**src/hdl/udp_pdt_pkg.sv**
```systemverilog
package udp_pdt_pkg;

   // table size
   localparam int NUM_SLOTS_DEF = 8;

   // request kinds, carried on req_tuser
   localparam logic [1:0] REQ_OPEN  = 2'd0;
   localparam logic [1:0] REQ_CLOSE = 2'd1;
   localparam logic [1:0] REQ_RECV  = 2'd2;

   // response status codes, carried on rsp_tuser
   localparam logic [2:0] ST_OPENED     = 3'd0;
   localparam logic [2:0] ST_OPEN_REJ   = 3'd1;
   localparam logic [2:0] ST_CLOSED     = 3'd2;
   localparam logic [2:0] ST_CLOSE_IGN  = 3'd3;
   localparam logic [2:0] ST_DELIVERED  = 3'd4;
   localparam logic [2:0] ST_MALFORMED  = 3'd5;
   localparam logic [2:0] ST_NO_SOCKET  = 3'd6;

   localparam logic [15:0] HDR_BYTES = 16'd8;

   // bus widths
   localparam int REQ_TUSER_W = 2;
   localparam int REQ_TDATA_W = 120;
   localparam int RSP_TUSER_W = 3;
   localparam int RSP_TDATA_W = 72;

   // controller to datapath
   typedef struct packed {
      logic capture;
      logic commit;
   } ctrl_cmd_type;

   // datapath to controller
   typedef struct packed {
      logic has_result;
   } dp_status_type;

endpackage

```
**src/hdl/udp_pdt_ctrl.sv**
```systemverilog
module udp_pdt_ctrl
   import udp_pdt_pkg::*;
(
   input  logic          clock,
   input  logic          reset,
   input  logic          req_tvalid,
   output logic          req_tready,
   output logic          rsp_tvalid,
   input  logic          rsp_tready,
   output ctrl_cmd_type  cmd,
   input  dp_status_type status
);

   typedef enum logic {
      S_IDLE,
      S_EVAL
   } ctrl_state_type;

   ctrl_state_type state_ff, state_in;
   logic           rsp_valid_ff, rsp_valid_in;
   logic           out_free;

   assign req_tready = (state_ff == S_IDLE);
   assign rsp_tvalid = rsp_valid_ff;
   assign out_free   = !rsp_valid_ff || rsp_tready;

   always_comb begin
      cmd.capture  = req_tvalid && (state_ff == S_IDLE);
      cmd.commit   = (state_ff == S_EVAL) && out_free;
      state_in     = state_ff;
      rsp_valid_in = rsp_valid_ff && !rsp_tready;
      case (state_ff)
         S_IDLE: begin
            if (req_tvalid) begin
               state_in = S_EVAL;
            end
         end
         S_EVAL: begin
            if (out_free) begin
               state_in     = S_IDLE;
               rsp_valid_in = status.has_result;
            end
         end
         default: begin
            state_in = S_IDLE;
         end
      endcase
   end

   always_ff @(posedge clock) begin
      if (reset) begin
         state_ff     <= S_IDLE;
         rsp_valid_ff <= 1'b0;
      end else begin
         state_ff     <= state_in;
         rsp_valid_ff <= rsp_valid_in;
      end
   end

endmodule

```
**src/hdl/udp_pdt_dpath.sv**
```systemverilog
module udp_pdt_dpath
   import udp_pdt_pkg::*;
#(
   parameter int NUM_SLOTS = NUM_SLOTS_DEF
) (
   input  logic                   clock,
   input  logic                   reset,
   input  ctrl_cmd_type           cmd,
   output dp_status_type          status,
   input  logic [REQ_TUSER_W-1:0] req_tuser,
   input  logic [REQ_TDATA_W-1:0] req_tdata,
   output logic [RSP_TUSER_W-1:0] rsp_tuser,
   output logic [RSP_TDATA_W-1:0] rsp_tdata
);

   localparam int SLOT_W = (NUM_SLOTS > 1) ? $clog2(NUM_SLOTS) : 1;
   localparam logic [8:0] SLOT_LIMIT = 9'(NUM_SLOTS);

   // bound port table
   logic [NUM_SLOTS-1:0] slot_open_ff;
   logic [15:0]          slot_port_ff [NUM_SLOTS];

   // captured request
   logic [1:0]           kind_ff;
   logic [15:0]          lport_ff;
   logic [7:0]           slot_ff;
   logic [15:0]          sport_ff;
   logic [15:0]          hlen_ff;
   logic [15:0]          avail_ff;
   logic [31:0]          saddr_ff;
   logic [NUM_SLOTS-1:0] match_vec_ff;
   logic [NUM_SLOTS-1:0] free_vec_ff;

   logic [RSP_TUSER_W-1:0] rsp_tuser_ff;
   logic [RSP_TDATA_W-1:0] rsp_tdata_ff;

   logic [15:0]          key;
   logic [NUM_SLOTS-1:0] match_in;
   logic [NUM_SLOTS-1:0] match_low;
   logic [NUM_SLOTS-1:0] free_low;
   logic [SLOT_W-1:0]    match_idx;
   logic [SLOT_W-1:0]    free_idx;
   logic [31:0]          match_idx32;
   logic [31:0]          free_idx32;
   logic                 malformed;
   logic                 close_ok;
   logic                 open_ok;
   logic [2:0]           st;
   logic [2:0]           idx3;
   logic [31:0]          paddr;
   logic [15:0]          pport;
   logic [15:0]          plen;

   assign rsp_tuser = rsp_tuser_ff;
   assign rsp_tdata = rsp_tdata_ff;

   // parallel port compare against every slot
   always_comb begin
      key = (req_tuser == REQ_OPEN) ? req_tdata[15:0] : req_tdata[39:24];
      for (int s = 0; s < NUM_SLOTS; s++) begin
         match_in[s] = slot_open_ff[s] && (slot_port_ff[s] == key);
      end
   end

   // lowest set bit, then or-encode
   always_comb begin
      match_low = match_vec_ff & (~match_vec_ff + NUM_SLOTS'(1));
      free_low  = free_vec_ff & (~free_vec_ff + NUM_SLOTS'(1));
      match_idx = '0;
      free_idx  = '0;
      for (int s = 0; s < NUM_SLOTS; s++) begin
         if (match_low[s]) match_idx = match_idx | SLOT_W'(s);
         if (free_low[s])  free_idx  = free_idx | SLOT_W'(s);
      end
      match_idx32 = 32'(match_idx);
      free_idx32  = 32'(free_idx);
   end

   always_comb begin
      malformed = (avail_ff < HDR_BYTES) || (hlen_ff < HDR_BYTES) || (hlen_ff > avail_ff);
      close_ok  = {1'b0, slot_ff} < SLOT_LIMIT;
      open_ok   = (lport_ff != 16'd0) && !(|match_vec_ff) && (|free_vec_ff);
      status.has_result = 1'b1;
      st    = ST_OPEN_REJ;
      idx3  = 3'd0;
      paddr = 32'd0;
      pport = 16'd0;
      plen  = 16'd0;
      case (kind_ff)
         REQ_OPEN: begin
            if (open_ok) begin
               st   = ST_OPENED;
               idx3 = free_idx32[2:0];
            end else begin
               st = ST_OPEN_REJ;
            end
         end
         REQ_CLOSE: begin
            st = close_ok ? ST_CLOSED : ST_CLOSE_IGN;
         end
         REQ_RECV: begin
            if (malformed) begin
               st = ST_MALFORMED;
            end else if (|match_vec_ff) begin
               st    = ST_DELIVERED;
               idx3  = match_idx32[2:0];
               paddr = saddr_ff;
               pport = sport_ff;
               plen  = hlen_ff - HDR_BYTES;
            end else begin
               st = ST_NO_SOCKET;
            end
         end
         default: begin
            status.has_result = 1'b0;
         end
      endcase
   end

   // table state
   always_ff @(posedge clock) begin
      if (reset) begin
         slot_open_ff <= '0;
      end else if (cmd.commit) begin
         if (kind_ff == REQ_OPEN && open_ok) begin
            slot_open_ff[free_idx] <= 1'b1;
         end else if (kind_ff == REQ_CLOSE && close_ok) begin
            slot_open_ff[slot_ff[SLOT_W-1:0]] <= 1'b0;
         end
      end
   end

   // ports are only looked at while the slot is open
   always_ff @(posedge clock) begin
      if (cmd.commit && kind_ff == REQ_OPEN && open_ok) begin
         slot_port_ff[free_idx] <= lport_ff;
      end
   end

   // request capture and output register
   always_ff @(posedge clock) begin
      if (cmd.capture) begin
         kind_ff      <= req_tuser;
         lport_ff     <= req_tdata[15:0];
         slot_ff      <= req_tdata[23:16];
         sport_ff     <= req_tdata[55:40];
         hlen_ff      <= req_tdata[71:56];
         avail_ff     <= req_tdata[87:72];
         saddr_ff     <= req_tdata[119:88];
         match_vec_ff <= match_in;
         free_vec_ff  <= ~slot_open_ff;
      end
      if (cmd.commit && status.has_result) begin
         rsp_tuser_ff <= st;
         rsp_tdata_ff <= {5'd0, plen, pport, paddr, idx3};
      end
   end

endmodule

```
**src/hdl/udp_port_demux_table_unit.sv**
```systemverilog
// channel   dir  handshake            tuser                 tdata
// req_      in   req_tvalid/tready    request kind (2b)     port, slot, udp header fields
// rsp_      out  rsp_tvalid/tready    status (3b)           slot index, peer, payload length
//
// in each transaction the accept cycle compares the key port
// against every slot and registers the match and free vectors, then the
// evaluate state priority-encodes them, updates the table and loads the output register
// the next request can be accepted right after, while a response still waits
// a stalled response holds the controller in its evaluate state
// synchronous reset empties the table and drops any pending response
module udp_port_demux_table_unit
   import udp_pdt_pkg::*;
#(
   parameter int NUM_SLOTS = NUM_SLOTS_DEF
) (
   input  logic                   clock,
   input  logic                   reset,
   input  logic                   req_tvalid,
   output logic                   req_tready,
   // req_type
   input  logic [REQ_TUSER_W-1:0] req_tuser,
   // bind_port, slot_number, dest_port, source_port, header_length,
   // bytes_available, source_address
   input  logic [REQ_TDATA_W-1:0] req_tdata,
   output logic                   rsp_tvalid,
   input  logic                   rsp_tready,
   // status
   output logic [RSP_TUSER_W-1:0] rsp_tuser,
   // slot_index, peer_address, peer_port, payload_length, zero pad
   output logic [RSP_TDATA_W-1:0] rsp_tdata
);

   ctrl_cmd_type  cmd;
   dp_status_type dp_status;

   // handshake sequencing and response valid
   udp_pdt_ctrl u_ctrl (
      .clock      (clock),
      .reset      (reset),
      .req_tvalid (req_tvalid),
      .req_tready (req_tready),
      .rsp_tvalid (rsp_tvalid),
      .rsp_tready (rsp_tready),
      .cmd        (cmd),
      .status     (dp_status)
   );

   // slot table, match logic and response payload
   udp_pdt_dpath #(
      .NUM_SLOTS (NUM_SLOTS)
   ) u_dpath (
      .clock     (clock),
      .reset     (reset),
      .cmd       (cmd),
      .status    (dp_status),
      .req_tuser (req_tuser),
      .req_tdata (req_tdata),
      .rsp_tuser (rsp_tuser),
      .rsp_tdata (rsp_tdata)
   );

endmodule

```
**config.mk**
```make
export PLATFORM = sky130hd
export DESIGN_NAME = udp_port_demux_table_unit
export DESIGN_NICKNAME = d
export VERILOG_FILES = /design/src/hdl/udp_pdt_pkg.sv /design/src/hdl/udp_pdt_ctrl.sv /design/src/hdl/udp_pdt_dpath.sv /design/src/hdl/udp_port_demux_table_unit.sv
export SDC_FILE = /design/constraint.sdc
export NUM_CORES = 1
export LEC_CHECK = 0
export ABC_CLOCK_PERIOD_IN_PS = 7800
export BUFFER_PORTS_ARGS = -buffer_cell sky130_fd_sc_hd__buf_4
export CAP_MARGIN = 40
export CORE_MARGIN = 4
export CORE_UTILIZATION = 57
export DETAILED_ROUTE_END_ITERATION = 10
export GPL_ROUTABILITY_DRIVEN = 0
export PLACE_DENSITY = 0.8
export SLEW_MARGIN = 20
export SYNTH_ARGS = -nofsm -noshare
export SYNTH_HDL_FRONTEND = slang
export SYNTH_SLANG_ARGS = --single-unit
```
**constraint.sdc**
```tcl
create_clock -name clock -period 7.8 [get_ports clock]
set_clock_uncertainty 0.1 [all_clocks]
set_input_delay 1.17 -clock clock [delete_from_list [all_inputs] [get_ports clock]]
set_output_delay 1.17 -clock clock [all_outputs]
set_load 0.03 [all_outputs]
```
==> out/qor.csv, run 1 <==
metric,value,unit
status,completed,
fillerInstances,1496,
routed_wl,34.9,mm
port_buffers,197,
grt_pass1_wl,50.8,mm
highest_layer,met4,
drv_slew,0,
met1_length,12.3,mm
clk_latency,0.51,ns
holdBufCountCts,0,
hpwl,25.0,mm
fin_nets,1258,
clock_sinks,330,
drive_gt1_share,24.7,%
finalNonFillerCells,1457,
crit_path_frequent_cell,buf_4,
path_clk_slew,0.06,ns
leakage,0.00620,uW
clock-root-buffer,clkbuf_16,
cp_slowest_cell,mux2i_4,
startpoint_type,input pin,
die-area,26600,um2
area_growth_syn_to_layout,22.5,%
post-cts-setup-buffers,0,
start_util,58.1,%
grt_overflow_total,0,
fin_crit,3.33,ns
synth_edf_count,320,
place_ws,4.09,ns
synth_cell_types,57,
worstPathRequired,7.97,ns
netlist_area,13700,um2
finalSetupViolations,0,
crit_chain,buf_4 -> or2_2 -> buf_4 -> mux2i_4 -> xnor2_1 -> nor3_1 -> nand3_1 -> nor4_1,
die_w,163,um
cp_slowest_stage_delay,0.53,ns
cts_buffer_depth,3,
cts_resized,0,
coreArea,23500,um2
wl_per_cell,24.0,um
maxCapViolations,0,
setup_ws,4.47,ns
first_iter_violations,960,
synth_warnings,0,
vias,8532,
cts_tree,yes,
fin_total_pwr,3920,uW
tns,0,ns
ir_drop,0.185,mV
vias_per_cell,5.86,
synth.top_cell.area_share,70.2,%
synth_cells,878,
drcViolationCount,0,
async_flop_share,0,%
cts-buffers-inserted,34,
relSlewSlack,55.9,%
grt.total_usage,25.6,%
synth_area_leader_cell,edfxtp_1,
fmax,301,MHz
grt_setup_unrepaired,no,
worst_ep_arrival_time,3.49,ns
ys_top_cells_by_area,"edfxtp_1 70%, xor2_1 4.5%, xnor2_1 3.6%",
antenna_found_initial,0,
drtPass1Iterations,9,
wl_met3,4.02,mm
hold_path_class,flop to flop,
end_kind,flop,
finalCritPeriodShare,42.6,%
io_pins,203,
ys_seq_area_share,71.7,%
hold_viol,0,
post-place-cells,1392,
grt_start_max_net_pins,72,
dr_wl_met2,17.3,mm
ys_seq_elements,330,
crit_type,input pin to flop,
path_max_fanout,27,
final_util,71.2,%
rows,56,
synth_ff_type,edfxtp_1,
first_global_vias,8491,
die_h,163,um
htree_num_levels,2,
power_density,234,nW/um2
syn_avg_cell_area,15.6,um2
n_antenna_cell,0,
worstMarginPinSlew,0.655,ns
final_antenna_net_count,0,
## metal layers
layer / global-route usage, % / vias to the layer above
li1: - / 3746
met1: 31.0 / 4117
met2: 44.1 / 558
met3: 7.82 / 111
met4: 8.73 / 0
met5: 0 / -
## cells in the final DEF (no fill, tap or decap), types with 12 or more instances in the layout
cell | Yosys | routed
clkbuf_16 | 0 | 35
nand4_1 | 18 | 18
and2_1 | 63 | 63
a21oi_1 | 21 | 21
xnor2_1 | 57 | 57
o21ai_0 | 21 | 21
nor3_1 | 12 | 12
inv_1 | 64 | 64
ha_1 | 17 | 17
xor2_1 | 71 | 71
edfxtp_1 | 320 | 320
nor4_1 | 31 | 31
nor2_1 | 20 | 20
nand2_1 | 20 | 20
buf_4 | 5 | 203
## synth_stat cells, drive strengths merged, types with 9 or more instances
| cell type | n |
|---|---|
| nor4 | 33 |
| nor3 | 12 |
| ha | 17 |
| nand2 | 20 |
| inv | 64 |
| clkbuf | 9 |
| nand4 | 18 |
| o21ai | 21 |
| and2 | 63 |
| edfxtp | 320 |
| xor2 | 71 |
| a21oi | 21 |
| xnor2 | 57 |
| nor2 | 20 |
| mux2i | 16 |
| dfxtp | 10 |
| o22ai | 11 |
## worst paths after layout
kind | startpoint | end | slack, ns | cells after the start
worst min register to register | u_dpath.slot_open_ff[5] | u_dpath.free_vec_ff[5] | 0.39 | 1
worst max-delay path | req_tuser[0] | u_dpath.match_vec_ff[3] | 4.47 | 8
worst max register to register | u_dpath.match_vec_ff[1] | u_dpath.slot_port_ff[7][11] | 4.78 | 6
worst min-delay path | u_dpath.slot_open_ff[5] | u_dpath.free_vec_ff[5] | 0.39 | 1
## sequential cells by signal, indices dropped and copies added, names as in the netlist
name                  count
u_dpath.free_vec_ff       8
u_ctrl.rsp_tvalid         1
u_dpath.rsp_tdata        67
u_dpath.lport_ff         16
u_dpath.slot_port_ff    128
u_dpath.sport_ff         16
u_ctrl.state_ff           1
u_dpath.slot_open_ff      8
u_dpath.saddr_ff         32
u_dpath.rsp_tuser         3
u_dpath.hlen_ff          16
u_dpath.slot_ff           8
u_dpath.match_vec_ff      8
u_dpath.avail_ff         16
u_dpath.kind_ff           2
## power by group
part / switching, uW / total [uW] / internal, uW / leakage (uW)
Sequential: 38.0 / 2050 / 2010 / 0.00308
Clock: 638 / 1550 / 915 / 0.000516
Combinational: 186 / 317 / 130 / 0.00260
Total: 863 / 3920 / 3060 / 0.00620
## cell type report
| class | instances | area (um2) | share of cell area, % |
|---|---|---|---|
| inverters | 64 | 240 | 1.43 |
| clock inverters | 20 | 168 | 1.00 |
| flip-flops and latches | 330 | 9810 | 58.5 |
| well taps | 319 | 399 | 2.38 |
| multi-input cells | 472 | 3560 | 21.2 |
| repair buffers | 213 | 1700 | 10.2 |
| clock buffers | 39 | 891 | 5.31 |
## worst max-delay path, delay by kind of cell
| family | cells | cell delay, ns |
|---|---|---|
| xor gates and xnor gates | 1 | 0.20 |
| muxes | 1 | 0.53 |
| and+or+nand+nor | 4 | 0.96 |
| buffers and inverters | 2 | 0.60 |
## stage by stage
step	cell area, um2	hold slack [ns]
3_3_place_gp	15500	0.357
2_1_floorplan	13700	0.334
3_5_place_dp	15600	0.372
5_1_grt	16800	0.396
4_1_cts	16700	0.387
6_report	16800	0.386
## cell families after synthesis
logic type | share of synthesized area, %
flops | 71.7
simple gates | 8.69
xor+xnor | 8.19
compound gates | 5.13
buf+inv | 2.51
fa+ha+maj | 1.55
mux | 2.22
other cells | 0.0274
(Power assumes the default switching activity.)
==> inputs of run 2 (changes only) <==
Settings changed: ABC_CLOCK_PERIOD_IN_PS 7800 to 3300.
Clock period 7.8 ns to 3.3 ns, I/O delays scaled along.
==> run 2 against run 1 <==
Largest power group unchanged. Highest routed layer unchanged. Critical endpoint is now u_dpath.slot_port_ff[1][13]. Combinational power is 150% higher. Cell count is 1.4% higher. Total power is 140% higher. Utilization is 0.33 points higher.
==> out/qor.csv, run 2 (synthesis results as in run 1) <==
metric,value,unit,change
final_antenna_net_count,0,,unchanged
rows,56,,unchanged
port_buffers,197,,unchanged
drtPass1Iterations,8,,was 9
grt_pass1_wl,52.1,mm,was 50.8 mm
seqPwrFrac,52.4,%,was 52.3%
wl_per_cell,23.6,um,was 24.0 um
power_density,548,nW/um2,was 234 nW/um2
drcViolationCount,0,,unchanged
grtUsageMet2,44.5,%,was 44.1%
relSlewSlack,40.0,%,was 55.9%
finalSetupViolations,0,,unchanged
startpoint_type,flop,,was input pin
swShare,22.8,%,was 22.0%
grt_setup_unrepaired,no,,unchanged
mostFrequentLayoutCell,edfxtp_1,,unchanged
area_growth_syn_to_layout,23.1,%,was 22.5%
post-cts-setup-buffers,0,,unchanged
fillerInstances,1530,,was 1496
final_util,71.6,%,was 71.2%
antenna_found_initial,0,,unchanged
first_iter_violations,934,,was 960
path_max_fanout,17,,was 27
end_kind,flop,,unchanged
worst_ep_arrival_time,2.89,ns,was 3.49 ns
fin_nets,1275,,was 1258
vias,8631,,was 8532
tns,0,ns,unchanged
grt.total_usage,26.2,%,was 25.6%
worstPathRequired,3.33,ns,was 7.97 ns
die-area,26600,um2,unchanged
htree_num_levels,2,,unchanged
cts_buffer_depth,3,,unchanged
n_antenna_cell,0,,unchanged
crit_type,flop to flop,,was input pin to flop
clk_latency,0.51,ns,about the same
coreArea,23500,um2,unchanged
vias_per_cell,5.84,,was 5.86
grtUsageMet1,32.6,%,was 31.0%
ir_drop,0.543,mV,was 0.185 mV
intPower,7130,uW,was 3060 uW
hpwl,25.1,mm,was 25.0 mm
largest_register_ff_count,128,,unchanged
leakage,0.00627,uW,was 0.00620 uW
clock-root-buffer,clkbuf_16,,unchanged
grt_start_max_net_pins,90,,was 72
routed_wl,34.9,mm,about the same
busiest_layer,met2,,unchanged
cts-buffers-inserted,35,,was 34
finalNonFillerCells,1477,,was 1457
first_global_vias,8729,,was 8491
hold_path_class,input pin to flop,,was flop to flop
post_dp_cell_area,15800,um2,was 15600 um2
holdBufCountCts,0,,unchanged
cts_resized,0,,unchanged
layout_common_cells,"320 x edfxtp_1, 223 x buf_4, 71 x xor2_1",,"was 320 x edfxtp_1, 203 x buf_4, 71 x xor2_1"
die_w,163,um,unchanged
worstMarginPinSlew,0.899,ns,was 0.655 ns
clock_sinks,330,,unchanged
place_ws,0.387,ns,was 4.09 ns
clkPwrFrac,39.0,%,was 39.6%
drive_gt1_share,26.3,%,was 24.7%
io_pins,203,,unchanged
drv_slew,0,,unchanged
fin_crit,2.86,ns,
hold_viol,0,,unchanged
grt_use_met3,6.20,%,was 7.82%
finalCritPeriodShare,86.7,%,
status,completed,,unchanged
fmax,349,MHz,
cts_tree,yes,,unchanged
path_clk_slew,0.06,ns,about the same
post-place-cells,1414,,was 1392
combinationalPowerShare,8.6,%,was 8.1%
regMostFlops,u_dpath.slot_port_ff,,unchanged
setup_ws,0.438,ns,was 4.47 ns
p_sw,2100,uW,was 863 uW
die_h,163,um,unchanged
postLayoutCellArea,16800,um2,about the same
grt_overflow_total,0,,unchanged
maxCapViolations,0,,unchanged
start_util,58.1,%,unchanged
==> run 2: cell count changes in the layout (fill, tap and decap cells not counted), sizes merged <==
cell	previous run	this run
buf	213	229
clkbuf	39	47
bufinv	3	0
clkinv	15	13
inv	65	66
==> run 2: power groups by stage <==
stage               logic [uW]  registers, uW  clock network, uW
floorplan                  344           4980                  0
global placement           766           4920                  0
detailed placement         782           4930                  0
CTS                        787           4840               3660
global route               841           4850               3850
finish                     790           4840               3600
==> run 2: stage by stage <==
stage	hold slack [ns]	power, uW
2_1_floorplan	0.334	5330
3_3_place_gp	0.362	5690
3_5_place_dp	0.360	5710
4_1_cts	0.0407	9280
5_1_grt	0.0393	9540
6_report	0.0573	9240
==> run 2: final timing paths <==
check / startpoint / endpoint / slack, ns / cells past startpoint
setup reg to reg: u_dpath.match_vec_ff[4] / u_dpath.slot_port_ff[1][13] / 0.44 / 5
hold reg to reg: u_dpath.slot_open_ff[7] / u_dpath.free_vec_ff[7] / 0.38 / 1
hold / removal: req_tdata[22] / u_dpath.slot_ff[6] / 0.06 / 1
setup / recovery: u_dpath.match_vec_ff[4] / u_dpath.slot_port_ff[1][13] / 0.44 / 5
==> run 2: area by class of cell <==
class	count	area, um2	share of cell area [%]
well taps	319	399	2.37
clock inverters	16	103	0.609
multi-input cells	472	3560	21.1
inverters	64	240	1.43
clock buffers	47	952	5.65
repair buffers	229	1790	10.6
flip-flops and latches	330	9810	58.2
==> run 2: layer usage <==
metal / routed length, um / vias up / share of wire, %
met2: 16900 / 520 / 48
met4: 1530 / 0 / 4.4
met5: 0 / - / 0
met1: 12800 / 4212 / 37
li1: - / 3783 / -
met3: 3710 / 116 / 11
==> run 2: critical path, stage by stage, from the launching register on <==
cell      delay [ns]
edfxtp_1        0.41
nor4_1          0.39
nand2_1         0.18
nand4b_1        0.33
nor2_1          0.28
and3b_1         0.79
==> inputs of run 3 (changes only) <==
Settings changed: ABC_CLOCK_PERIOD_IN_PS 3300 to default, CORE_MARGIN 4 to 5.
==> run 3 against run 2 <==
Via count is 0.23% lower. Hold slack hardly changed. Non-clock buffer count is 4 higher. Register-to-register slack better by 0.02 ns. Die area is 2.5% higher. Cell area is 0.48% higher. Count of clock-buffer cells in the layout is 7 lower. Utilization is 0.34 points higher. Sequential cell count stayed put. Cell count hardly changed. Highest routed layer is now met5. First-iteration DRC count is 1.5% higher. Combinational power is 2% higher.
==> out/qor.csv, run 3 (synthesis results as in run 1) <==
metric,value,unit,change
status,completed,,unchanged
crit_type,flop to flop,,unchanged
wl_per_cell,23.7,um,was 23.6 um
leakage,0.00630,uW,was 0.00627 uW
vias,8611,,was 8631
post-cts-setup-buffers,0,,unchanged
hold_viol,0,,unchanged
hold_slack,0.0575,ns,was 0.0573 ns
drive_gt1_share,26.2,%,was 26.3%
area_growth_syn_to_layout,23.7,%,was 23.1%
hpwl,25.0,mm,was 25.1 mm
cts_buffer_depth,3,,unchanged
die-area,27200,um2,was 26600 um2
htree_num_levels,2,,unchanged
io_pins,203,,unchanged
cp_slowest_cell,and4_1,,was and3b_1
clock_sinks,330,,unchanged
fillerInstances,1476,,was 1530
cts_resized,0,,unchanged
clkPwrFrac,40.2,%,was 39.0%
clk_latency,0.51,ns,about the same
drtPass1Iterations,7,,was 8
cp_top_family,simple AND/OR/NAND/NOR gates,,unchanged
rows,56,,unchanged
largest_register_ff_count,128,,unchanged
cts_tree,yes,,unchanged
cp_slowest_stage_delay,0.56,ns,was 0.79 ns
critical_path_buf_inv_count,1,,was 0
fmax,352,MHz,was 349 MHz
routed_wl,34.9,mm,about the same
swShare,22.1,%,was 22.8%
final_antenna_net_count,0,,unchanged
tns,0,ns,unchanged
coreArea,23500,um2,unchanged
die_h,165,um,was 163 um
grt_setup_unrepaired,no,,unchanged
grt_overflow_total,0,,unchanged
grt_pass1_wl,51.5,mm,was 52.1 mm
port_buffers,197,,unchanged
hold_path_class,input pin to flop,,unchanged
cts-buffers-inserted,35,,unchanged
intPower,7340,uW,was 7130 uW
finalSetupViolations,0,,unchanged
drcViolationCount,0,,unchanged
n_antenna_cell,0,,unchanged
power_density,557,nW/um2,was 548 nW/um2
p_sw,2080,uW,was 2100 uW
combinationalPowerShare,8.5,%,was 8.6%
clock-root-buffer,clkbuf_16,,unchanged
path_max_fanout,11,,was 17
worst_ep_arrival_time,2.94,ns,was 2.89 ns
relSlewSlack,52.2,%,was 40.0%
grt_start_max_net_pins,71,,was 90
regMostFlops,u_dpath.slot_port_ff,,unchanged
grt.total_usage,25.5,%,was 26.2%
die_w,165,um,was 163 um
path_clk_slew,0.06,ns,about the same
drv_slew,0,,unchanged
start_util,58.1,%,unchanged
first_global_vias,8664,,was 8729
startpoint_type,flop,,unchanged
maxCapViolations,0,,unchanged
holdBufCountCts,0,,unchanged
layout_common_cells,"320 x edfxtp_1, 226 x buf_4, 71 x xor2_1",,"was 320 x edfxtp_1, 223 x buf_4, 71 x xor2_1"
seqPwrFrac,51.3,%,was 52.4%
vias_per_cell,5.83,,was 5.84
mostFrequentLayoutCell,edfxtp_1,,unchanged
fin_crit,2.84,ns,was 2.86 ns
end_kind,flop,,unchanged
worstMarginPinSlew,0.716,ns,was 0.899 ns
worstPathRequired,3.40,ns,was 3.33 ns
antenna_found_initial,1,,was 0
ir_drop,0.490,mV,was 0.543 mV
first_iter_violations,948,,was 934
crit_chain,nor4_1 -> nand2_1 -> nand4b_1 -> nor2_1 -> and4_1 -> buf_12,,was nor4_1 -> nand2_1 -> nand4b_1 -> nor2_1 -> and3b_1
finalCritPeriodShare,86.1,%,was 86.7%
fin_nets,1279,,was 1275
==> run 3: cell types whose count changed in the layout (fill, tap and decap cells not counted) <==
cell,previous run,this run
inv_6,2,1
bufinv_16,0,4
buf_12,5,6
buf_6,1,0
clkinvlp_4,1,2
clkbuf_1,10,5
clkbuf_8,1,0
clkinv_1,2,7
clkbuf_16,36,35
buf_4,223,226
clkinv_8,1,0
clkinv_2,9,3
buf_8,0,1
==> run 3: path summary, 6_finish.rpt <==
path	start	end	slack, ns	cells past startpoint
hold reg to reg	u_dpath.slot_open_ff[5]	u_dpath.free_vec_ff[5]	0.39	1
hold / removal	req_tdata[16]	u_dpath.slot_ff[0]	0.06	1
setup / recovery	u_dpath.match_vec_ff[1]	u_dpath.slot_port_ff[7][7]	0.46	6
setup reg to reg	u_dpath.match_vec_ff[1]	u_dpath.slot_port_ff[7][7]	0.46	6
==> run 3: cell type report <==
| cell class | instances | area [um2] | area share [%] |
|---|---|---|---|
| clock buffers | 40 | 895 | 5.29 |
| clock inverters | 18 | 194 | 1.15 |
| inverters | 64 | 240 | 1.42 |
| multi-input cells | 472 | 3560 | 21.0 |
| flip-flops and latches | 330 | 9810 | 58.0 |
| well taps | 319 | 399 | 2.36 |
| repair buffers | 233 | 1830 | 10.8 |
==> run 3: layer usage <==
metal	vias to the layer above	GRT usage (%)	wire length (um)
met5	-	0	13
met4	2	9.07	1350
met3	110	6.06	3780
met2	557	43.4	17100
met1	4151	32.2	12700
li1	3791	-	-
==> run 3: metrics by stage <==
| step | power [uW] | cell area, um2 | instances | utilization [%] | worst slack, ns |
|---|---|---|---|---|---|
| finish | 9420 | 16900 | 1476 | 71.9 | 0.460 |
| detailed placement | 5710 | 15800 | 1417 | 67.2 | 0.301 |
| CTS | 9460 | 16900 | 1475 | 71.8 | 0.482 |
| floorplan | 5330 | 13700 | 882 | - | 0.438 |
| global placement | 5690 | 15800 | 1417 | 67.2 | 0.333 |
| global route | 9720 | 16900 | 1476 | 71.9 | 0.301 |
==> run 3: power groups by stage <==
stage | clock network, uW | registers, uW | logic (uW)
finish | 3790 | 4830 | 803
global route | 4030 | 4840 | 853
CTS | 3830 | 4830 | 800
detailed placement | 0 | 4920 | 793
global placement | 0 | 4910 | 777
floorplan | 0 | 4980 | 344
